`src/rtl/lc3x_ram.sv`:
```
module lc3x_ram #(
    parameter int DEPTH = 256,
    parameter int WIDTH = 16,
    localparam int AW = $clog2(DEPTH)
) (
    input  logic             clk,
    input  logic             en,
    input  logic             we,
    input  logic [AW-1:0]    addr,
    input  logic [WIDTH-1:0] wdata,
    output logic [WIDTH-1:0] rdata
);

    logic [WIDTH-1:0] mem [DEPTH];
    logic [WIDTH-1:0] rdata_reg;

    always_ff @(posedge clk)
    begin
        if (en)
        begin
            if (we)
                mem[addr] <= wdata;
            else
                rdata_reg <= mem[addr];
        end
    end

    assign rdata = rdata_reg;

endmodule

```
`config.mk`:
```
export PLATFORM = sky130hd
export DESIGN_NAME = lc3x_ram
export DESIGN_NICKNAME = d
export VERILOG_FILES = /design/src/rtl/lc3x_ram.sv
export SDC_FILE = /design/constraint.sdc
export NUM_CORES = 2
export LEC_CHECK = 0
export BUFFER_PORTS_ARGS = -buffer_cell sky130_fd_sc_hd__buf_2
export CAP_MARGIN = 20
export CORE_ASPECT_RATIO = 1.5
export CORE_MARGIN = 2
export CORE_UTILIZATION = 50
export CTS_BUF_LIST = sky130_fd_sc_hd__clkbuf_4
export DETAILED_ROUTE_END_ITERATION = 6
export PLACE_DENSITY = 0.65
export SYNTH_ARGS = -nofsm -noshare
export SYNTH_HDL_FRONTEND = slang
export SYNTH_SLANG_ARGS = --single-unit
```
`constraint.sdc`:
```
create_clock -name clk -period 6.2 [get_ports clk]
set_clock_uncertainty 0.2 [all_clocks]
set_input_delay 0.62 -clock clk [delete_from_list [all_inputs] [get_ports clk]]
set_output_delay 0.62 -clock clk [all_outputs]
set_load 0.01 [all_outputs]
```
==> summary.txt <==
Clocking
  • CTS Hold Bufs: 33
  • CTS tree: done
  • Post-cts sizing count: 0
  • # clock sinks: 4,112
  • Worst-skew pair later-pin latency: 1420 ps
  • Clk root buf: clkbuf_4
  • Number of CTS-inserted buffers: 883
  • Post-CTS setup buffer count: 0
  • Reg clk slew, reported paths: 70 ps
  • H-Tree Depth: 6
  • Clock tree buffer depth: 4

Setup path
  • Slowest cell on the critical path: o41ai_1
  • Buf+Inv Stages, Crit Path: 5
  • Ordered cell list for the critical path: buf_12 > buf_12 > buf_4 > mux4_2 > a22oi_1 > a21oi_1 > o41ai_1 > buf_4 > nand4_1 > dlygate4sd3_1
  • CP max FO: 80
  • Slowest stage delay, CP: 1080 ps
  • CP Capture Type: flop
  • Worst Setup SP: addr[0]
  • CP startpoint kind: primary input
  • Critical Path RT: 7170 ps
  • Crit-path leading delay family: buffers and inverters
  • R2R Path Start: mem[104][6]
  • Worst Path Class, Setup: primary input to flop
  • CP arrival: 5220 ps

STA
  • Min Tclk post-route: 4260 ps
  • Max Fclk: 0.235 GHz
  • Final max-slew violation count: 0
  • Least-Margin Pin Slew: 1170 ps
  • Hold Vio Cnt, Final: 0
  • Final setup viols: 0
  • Rel. slew slack: 0.208
  • Hold_ws: 113 ps
  • Total negative slack: 0 ps
  • Final period utilization: 0.686
  • RSZ-0062 raised after global routing: no

Placed design
  • PortBufs: 42
  • RePlAce Congestion: 0.870
  • Post-DP HPWL: 234,000 um

Die
  • Core footprint: 0.309 mm2
  • Die ar.: 0.315 mm2
  • IO Pins: 43
  • Die width: 459 um
  • Initial core utilization: 0.502
  • # rows: 250
  • Die Span Y: 686 um

Final layout
  • Net count, final: 7,745
  • Max reg flops: 4,096
  • Share of cells above drive strength 1: 0.351
  • Most frequent cells in the layout: edfxtp_1 (4,112), clkbuf_4 (1,270), mux4_2 (1,024)
  • Fillers: 22,700
  • Most common cell after layout, fill and taps aside: edfxtp_1
  • Synth-to-Final Area Change: 12.8%

Detailed routing
  • Via density per instance: 6.23
  • Antenna Violating Nets Remaining: 0
  • Total Routed Length: 404,000 um
  • Remaining DRCs: 0
  • WL/cell: 32.5 um
  • Pre-Repair DR Iteration Count: 6
  • DR vias: 77,500
  • DRT iter0 DRCs: 9,504

Logic synthesis
  • Register area share after synthesis: 0.795
  • Synth area leaders: edfxtp_1 (80%), mux4_2 (15%), a22oi_1 (2.5%)
  • Synth Cell Area: 0.155 mm2
  • Share of the synthesized area in the top cell type: 0.795
  • Post-Syn Instances: 6,705
  • Register bit count reported by yosys: 4,112
  • YS warnings: 0
  • Syn Area/Cell: 23.2 um2
  • Yosys top cell by area: edfxtp_1
  • Unique masters post-synth: 20
  • Post-synth net total: 6,732

Pwr
  • Worst vdd ir: 0.178 mV
  • Cell area power density: 304 mW/mm2
  • Leakage power: 54.9 nW

Min path
  • Hold Startpoint: wdata[14]
  • Hold crit path type: primary input to flop

GRT
  • Initial antenna violation count: 20
  • Largest net degree at the start of global routing: 193
  • Vias in the first global route: 80,100
  • GRT Residual Overflow: 0
  • First-pass GRT wire length: 576,000 um
  • GRT Total Usage: 0.256

Run status
  • Status: finished, final reports clean

Run
  • Max_cap viols: 0
[synth_stat cells, drive strengths merged]
| cell type | number |
|---|---|
| edfxtp | 4112 |
| nand2 | 30 |
| nand4 | 16 |
| nand2b | 2 |
| nor3 | 1 |
| a22oi | 512 |
| clkbuf | 268 |
| nor3b | 2 |
| o41ai | 64 |
| and4 | 1 |
| nor2b | 7 |
| a21oi | 256 |
| buf | 144 |
| mux4 | 1024 |
| and2 | 2 |
| nor2 | 259 |
| nand3 | 4 |
| or2 | 1 |
[cell families (layout without fill, tap and decap cells)]
family,Yosys count,in the layout,share of synthesized area
AOI/OAI and AO/OA,832,832,0.0366
buffers and inverters,412,2097,0.0110
DFF,4112,4112,0.795
muxes,1024,1024,0.149
other,0,13,0
and+or+nand+nor,325,325,0.00843
[path summary, 6_finish.rpt]
path                       end  slack, ps  cells after the start
setup reg to reg      rdata[6]       2490                      7
hold / removal    mem[179][14]        110                      2
setup / recovery      rdata[6]       1940                     10
hold reg to reg       rdata[0]        870                      5
[report_power, final]
group / leakage (nW) / switching (mW) / internal (mW)
sequential: 37.0 / 0.0234 / 30.6
clock: 6.61 / 10.1 / 10.0
combinational: 11.3 / 1.69 / 0.888
[layout make-up]
cell class | count | area, um2 | share of cell area
clock buffer | 1270 | 9530 | 0.0545
multi-input combinational | 2181 | 30400 | 0.174
timing repair buffer | 540 | 5000 | 0.0285
sequential | 4112 | 123000 | 0.705
antenna | 13 | 32.5 | 0.000186
tap | 4032 | 5040 | 0.0288
clock inverter | 287 | 1540 | 0.00882
[metrics by stage]
step / util / power, mW / instances / cell area [um2] / setup slack, ps
after global routing: 0.566 / 55.1 / 12400 / 175000 / 1910
after global placement: 0.529 / 33.8 / 10800 / 163000 / 233
after CTS: 0.566 / 53.7 / 12400 / 175000 / 2150
final: 0.566 / 53.3 / 12400 / 175000 / 1940
after detailed placement: 0.529 / 33.8 / 10800 / 164000 / 776
after floorplan: - / 32.5 / 6705 / 155000 / 2800
[worst reg2reg max path: cells and delay by family, from the launching register on]
| kind | cells | cell delay [ps] |
|---|---|---|
| and+or+nand+nor | 1 | 80 |
| AOI/OAI and AO/OA | 3 | 1510 |
| DFF | 1 | 390 |
| muxes | 1 | 510 |
| buffers and inverters | 2 | 810 |
[routing by layer]
metal,part of all wire,vias to the layer above,GRT usage
li1,-,31600,-
met1,0.36,41000,0.324
met2,0.51,4101,0.431
met3,0.084,738,0.0447
met4,0.050,12,0.125
met5,0.00019,-,0
(Power assumes the default switching activity.)
