`config.mk`:
```
export PLATFORM = sky130hd
export DESIGN_NAME = lc3x_regfile
export DESIGN_NICKNAME = d
export VERILOG_FILES = /design/src/rtl/lc3x_pkg.sv /design/src/rtl/lc3x_regfile.sv
export SDC_FILE = /design/constraint.sdc
export NUM_CORES = 1
export LEC_CHECK = 0
export BUFFER_PORTS_ARGS = -buffer_cell sky130_fd_sc_hd__buf_2
export CAP_MARGIN = 40
export CORE_ASPECT_RATIO = 2
export CORE_MARGIN = 5
export CORE_UTILIZATION = 35
export DETAILED_ROUTE_END_ITERATION = 16
export GPL_TIMING_DRIVEN = 0
export HOLD_SLACK_MARGIN = 0.05
export PLACE_DENSITY_LB_ADDON = 0.05
export SLEW_MARGIN = 30
export SYNTH_ARGS = -nofsm -noshare
export SYNTH_HDL_FRONTEND = slang
export SYNTH_SLANG_ARGS = --single-unit
```
`constraint.sdc`:
```
create_clock -name clk -period 2.6 [get_ports clk]
set_clock_uncertainty 0.05 [all_clocks]
set_input_delay 0.26 -clock clk [delete_from_list [all_inputs] [get_ports clk]]
set_output_delay 0.26 -clock clk [all_outputs]
set_load 0.02 [all_outputs]
```
`src/rtl/lc3x_pkg.sv`:
```
package lc3x_pkg;

    // Word memory depth; a power of two, so the address is taken modulo it by truncation
    localparam int MEM_WORDS = 65536;
    localparam int MEM_AW    = $clog2(MEM_WORDS);

    localparam int RF_DEPTH = 8;
    localparam int RF_AW    = $clog2(RF_DEPTH);

    localparam logic [15:0]      PC_RESET = 16'h3000;
    localparam logic [15:0]      PC_INDEX = 16'd8;
    localparam logic [7:0]       HALT_VEC = 8'h25;
    localparam logic [RF_AW-1:0] LINK_REG = RF_AW'(7);

    localparam logic [2:0] CC_N = 3'b100;
    localparam logic [2:0] CC_Z = 3'b010;
    localparam logic [2:0] CC_P = 3'b001;

    typedef enum logic [1:0]
    {
        FN_EXEC,
        FN_MEM_WR,
        FN_REG_WR,
        FN_MEM_RD
    } func_t;

    typedef enum logic [3:0]
    {
        OP_BR,
        OP_ADD,
        OP_LD,
        OP_ST,
        OP_JSR,
        OP_AND,
        OP_LDR,
        OP_STR,
        OP_RTI,
        OP_NOT,
        OP_LDI,
        OP_STI,
        OP_JMP,
        OP_RES,
        OP_LEA,
        OP_TRAP
    } opcode_t;

    typedef enum logic [1:0]
    {
        STS_OK,
        STS_ILLEGAL,
        STS_TRAP
    } status_t;

    typedef enum logic [1:0]
    {
        S_IDLE,
        S_EXE,
        S_MEM1,
        S_MEM2
    } state_t;

    typedef struct packed
    {
        logic             en;
        logic [RF_AW-1:0] addr_a;
        logic [RF_AW-1:0] addr_b;
    } rf_rd_t;

    typedef struct packed
    {
        logic             en;
        logic [RF_AW-1:0] addr;
        logic [15:0]      data;
    } rf_wr_t;

    function automatic logic [15:0] sext5(input logic [4:0] v);
        return {{11{v[4]}}, v};
    endfunction

    function automatic logic [15:0] sext6(input logic [5:0] v);
        return {{10{v[5]}}, v};
    endfunction

    function automatic logic [15:0] sext9(input logic [8:0] v);
        return {{7{v[8]}}, v};
    endfunction

    function automatic logic [15:0] sext11(input logic [10:0] v);
        return {{5{v[10]}}, v};
    endfunction

    function automatic logic [2:0] cc_of(input logic [15:0] v);
        logic [2:0] cc;
        if (v[15])
            cc = CC_N;
        else if (v == 16'd0)
            cc = CC_Z;
        else
            cc = CC_P;
        return cc;
    endfunction

    function automatic logic [MEM_AW-1:0] mem_idx(input logic [15:0] a);
        return a[MEM_AW-1:0];
    endfunction

endpackage

```
`src/rtl/lc3x_regfile.sv`:
```
module lc3x_regfile (
    input  logic            clk,
    input  logic            rst_n,
    input  lc3x_pkg::rf_rd_t rd,
    input  lc3x_pkg::rf_wr_t wr,
    output logic [15:0]     data_a,
    output logic [15:0]     data_b
);

    logic [15:0]                   mem [lc3x_pkg::RF_DEPTH];
    logic [lc3x_pkg::RF_DEPTH-1:0] vld_reg;
    logic [15:0]                   data_a_reg;
    logic [15:0]                   data_b_reg;

    // An entry not yet written since reset reads as zero
    always_ff @(posedge clk or negedge rst_n)
    begin
        if (!rst_n)
            vld_reg <= '0;
        else if (wr.en)
            vld_reg[wr.addr] <= 1'b1;
    end

    always_ff @(posedge clk)
    begin
        if (wr.en)
            mem[wr.addr] <= wr.data;
        if (rd.en)
        begin
            data_a_reg <= vld_reg[rd.addr_a] ? mem[rd.addr_a] : 16'd0;
            data_b_reg <= vld_reg[rd.addr_b] ? mem[rd.addr_b] : 16'd0;
        end
    end

    assign data_a = data_a_reg;
    assign data_b = data_b_reg;

endmodule
```
==> flow_summary.rst <==
.. list-table::
   :header-rows: 1

   * - Metric
     - Value
   * - Routability-driven placement congestion ratio
     - 0.683
   * - Design area
     - 9130 µm²
   * - CP Capture Type
     - register
   * - Library cell contributing the largest single delay on the critical path
     - sky130_fd_sc_hd__mux4_2
   * - Final-report setup violation count
     - 0
   * - Residual DRC
     - 0
   * - Cells resized by post-CTS repair
     - 0
   * - Top-level I/O count
     - 61
   * - Clock edge transition at the registers on the reported setup and hold paths
     - 0.07 ns
   * - Relative max-transition margin
     - 0.494
   * - Vias in the first global route
     - 4312
   * - Number of iterations in the first detailed-routing pass
     - 6
   * - Transition time at the pin with the least slew margin
     - 0.760 ns
   * - Sum of routed wire length over all layers
     - 18700 µm
   * - Area Growth Syn to Fin
     - 22.8%
   * - Layout filler cell count
     - 1848
   * - Share of post-route cells with drive strength above 1
     - 0.487
   * - Result of the run
     - finished, final reports clean
   * - Flop and latch count out of synthesis
     - 168
   * - Required time of the worst setup path
     - 2.73 ns
   * - Chip width
     - 113 µm
   * - Area fraction in compound gates after synthesis
     - 0
   * - Filler-free cell count of the finished design
     - 731
   * - Class of the tightest hold or removal check
     - primary input to register
   * - Async set or reset register ratio after synthesis
     - 0.0476
   * - Synth Cell Area
     - 7440 µm²
   * - Pre-CTS WS
     - 0.348 ns
   * - Number of flip-flops under the largest register name
     - 128
   * - Delay of the slowest critical-path stage
     - 0.50 ns
   * - Floorplan die height
     - 216 µm
   * - Post-route fraction of the period consumed by the critical path
     - 0.748
   * - Setup total negative slack
     - 0 ns
   * - Total placed instance area
     - 8370 µm²
   * - Crit path max-delay family
     - multiplexers
   * - Post-synthesis simple-gate area fraction
     - 0.0510
   * - Dpl cells
     - 684
   * - Maximum fanout count along the critical path
     - 10
   * - Path type of the worst setup path
     - register to register
   * - Clock root buffer master
     - sky130_fd_sc_hd__clkbuf_16
   * - Portion of synthesized cell area occupied by the leading cell type
     - 0.646
   * - Share of cell area taken by muxes after synthesis
     - 0.255
   * - Static Leakage
     - 3.11 nW
   * - Antenna Violating Nets Remaining
     - 0
   * - Worst Path Arrival
     - 2.08 ns
   * - Number of hold-slack violations in the final timing report
     - 0
   * - Largest voltage drop on the vdd net
     - 400 µV
   * - Fraction of synthesized cell area in xor and xnor cells
     - 0
   * - Dominant cells by area after synthesis
     - sky130_fd_sc_hd__edfxtp_1, sky130_fd_sc_hd__mux4_2, sky130_fd_sc_hd__mux2i_1, sky130_fd_sc_hd__nor2_4, sky130_fd_sc_hd__dfrtp_1
   * - Placeable Area
     - 20900 µm²
   * - Number of levels in the clock H-tree
     - 4
   * - Mapped Nets
     - 374
   * - Reported max-cap violation count
     - 0
   * - Count of pins over their slew limit
     - 0
   * - Clk sinks
     - 168
   * - Timing-limited maximum frequency
     - 514 MHz
   * - Yosys warning count
     - 0
   * - Num rows
     - 75
   * - WL/cell
     - 25.6 µm
   * - Via count normalized by instance count
     - 5.12
   * - CP Launch Type
     - register
   * - Post-synthesis cell type count
     - 15
   * - Number of enable flip-flop cells after synthesis
     - 160
   * - Final core area utilization
     - 0.436
   * - Global-route usage over all layers
     - 0.163
   * - Die area
     - 24400 µm²
   * - Share of synthesized cell area in full adder, half adder and majority cells
     - 0
   * - Clock tree buffer depth
     - 2
   * - Input/output buffers
     - 54
   * - Clock insertion delay at the later pin of the skew report
     - 0.44 ns
   * - Cell accounting for the most synthesized area
     - sky130_fd_sc_hd__edfxtp_1
   * - Post-DP HPWL
     - 13000 µm
   * - Mean post-synth cell area
     - 21.6 µm²
   * - Power density relative to cell area
     - 715 nW/µm²
   * - Initial Utilization
     - 0.355
   * - Wire length of the first global-routing pass
     - 28000 µm
   * - Total Nets Final
     - 478
   * - Number of instances in the synthesized netlist
     - 345
   * - Antenna Cells
     - 0
   * - Remaining Overflow, GRT
     - 0
   * - Clock tree from TritonCTS
     - built
   * - Post-synthesis sequential area ratio
     - 0.673
   * - Violation count after the first detailed-routing iteration
     - 156
   * - Pin count of the biggest net entering global routing
     - 24
   * - Primary FF master, synth
     - sky130_fd_sc_hd__edfxtp_1
   * - Buf/Inv on CP
     - 1
   * - Series of cell instances along the critical path
     - mux4_2, mux2i_4, buf_12, nor2_4
   * - Final Critical Period
     - 1.95 ns
   * - Number of CTS-inserted buffers
     - 17
   * - Unrepaired setup endpoints after global routing
     - false
   * - Number of antenna violations at the first check in global routing
     - 0
   * - Setup Buffers After CTS
     - 0
   * - Number of vias in the routed layout
     - 3743
   * - Post-route worst setup slack
     - 0.655 ns
   * - Combinational family with the most area after synthesis
     - multiplexers
[synth_stat cells, types with 3 or more instances]
cell type / n
sky130_fd_sc_hd__buf_2: 8
sky130_fd_sc_hd__mux2i_1: 32
sky130_fd_sc_hd__buf_6: 4
sky130_fd_sc_hd__nor2_4: 20
sky130_fd_sc_hd__edfxtp_1: 160
sky130_fd_sc_hd__dfrtp_1: 8
sky130_fd_sc_hd__nand2b_1: 3
sky130_fd_sc_hd__nor2_1: 18
sky130_fd_sc_hd__clkbuf_1: 8
sky130_fd_sc_hd__or2_2: 8
sky130_fd_sc_hd__mux4_2: 68
[cell usage in the layout (no fill, tap or decap), drive strengths merged]
cell	Yosys	routed
clkinvlp	0	3
dlygate4sd3	0	14
edfxtp	160	160
buf	14	85
bufinv	0	3
nand2	2	2
clkinv	0	3
dfrtp	8	8
inv	0	6
or2	8	8
mux4	68	68
nor2	38	38
mux2i	34	34
clkbuf	8	25
nor3	2	2
nand2b	3	3
[logic make-up (layout without fill, tap and decap cells)]
kind of cell / Yosys count / count (layout)
and+or+nand+nor: 53 / 53
muxes: 102 / 102
buffers and inverters: 22 / 139
DFF: 168 / 168
[report_power, final]
part | switching [W] | total (W) | leakage, nW | internal [W]
clock network | 0.00113 | 0.00266 | 0.291 | 0.00153
registers | 0.0000398 | 0.00315 | 1.55 | 0.00311
logic | 0.000405 | 0.000719 | 1.27 | 0.000314
total | 0.00157 | 0.00653 | 3.11 | 0.00495
[layout make-up]
class	instances	area, µm²	area share
buffer	22	159	0.0174
clock buffer	17	425	0.0466
clock inverter	15	189	0.0207
multi-input combinational	155	2330	0.255
sequential	168	5000	0.548
tap	269	337	0.0369
timing repair buffer	85	686	0.0751
[worst paths after layout]
kind	end	from	slack (ns)	depth (start not counted)
worst max register to register	data_a[9]$_SDFFCE_PN0P_	vld_reg[5]$_DFFE_PN0P_	0.65	4
worst min-delay path	mem[1][1]$_DFFE_PP_	wr[1]	0.06	1
worst max-delay path	data_a[9]$_SDFFCE_PN0P_	vld_reg[5]$_DFFE_PN0P_	0.65	4
min in group asynchronous	vld_reg[7]$_DFFE_PN0P_	rst_n	0.13	2
max in group asynchronous	vld_reg[0]$_DFFE_PN0P_	rst_n	2.21	2
worst min register to register	vld_reg[6]$_DFFE_PN0P_	vld_reg[6]$_DFFE_PN0P_	0.44	1
[through the flow]
stage / hold slack (ns) / power [W]
2_1_floorplan: -0.0856 / 0.00363
5_1_grt: 0.0657 / 0.00675
6_report: 0.0604 / 0.00653
3_5_place_dp: 0.0622 / 0.00393
3_3_place_gp: 0.0600 / 0.00388
4_1_cts: 0.0505 / 0.00662
[worst reg2reg max path, cell delays in order, from the launching register on]
cell and delay (ns):
sky130_fd_sc_hd__dfrtp_1 0.39, sky130_fd_sc_hd__mux4_2 0.50, sky130_fd_sc_hd__mux2i_4 0.42, sky130_fd_sc_hd__buf_12 0.26, sky130_fd_sc_hd__nor2_4 0.06
[repair_timing]
action	in CTS	in global routing
setup endpoints to repair	0	0
hold endpoints to repair	98	0
hold buffers	14	0
[layer usage]
metal / part of all wire / vias up / GRT usage / wire (µm)
li1: - / 1641 / - / -
met1: 0.36 / 2002 / 0.179 / 6830
met2: 0.59 / 82 / 0.306 / 11000
met3: 0.032 / 18 / 0.0354 / 605
met4: 0.017 / 0 / 0.0517 / 313
met5: 0 / - / 0 / 0
No activity file was read; power rests on OpenSTA's default activity.
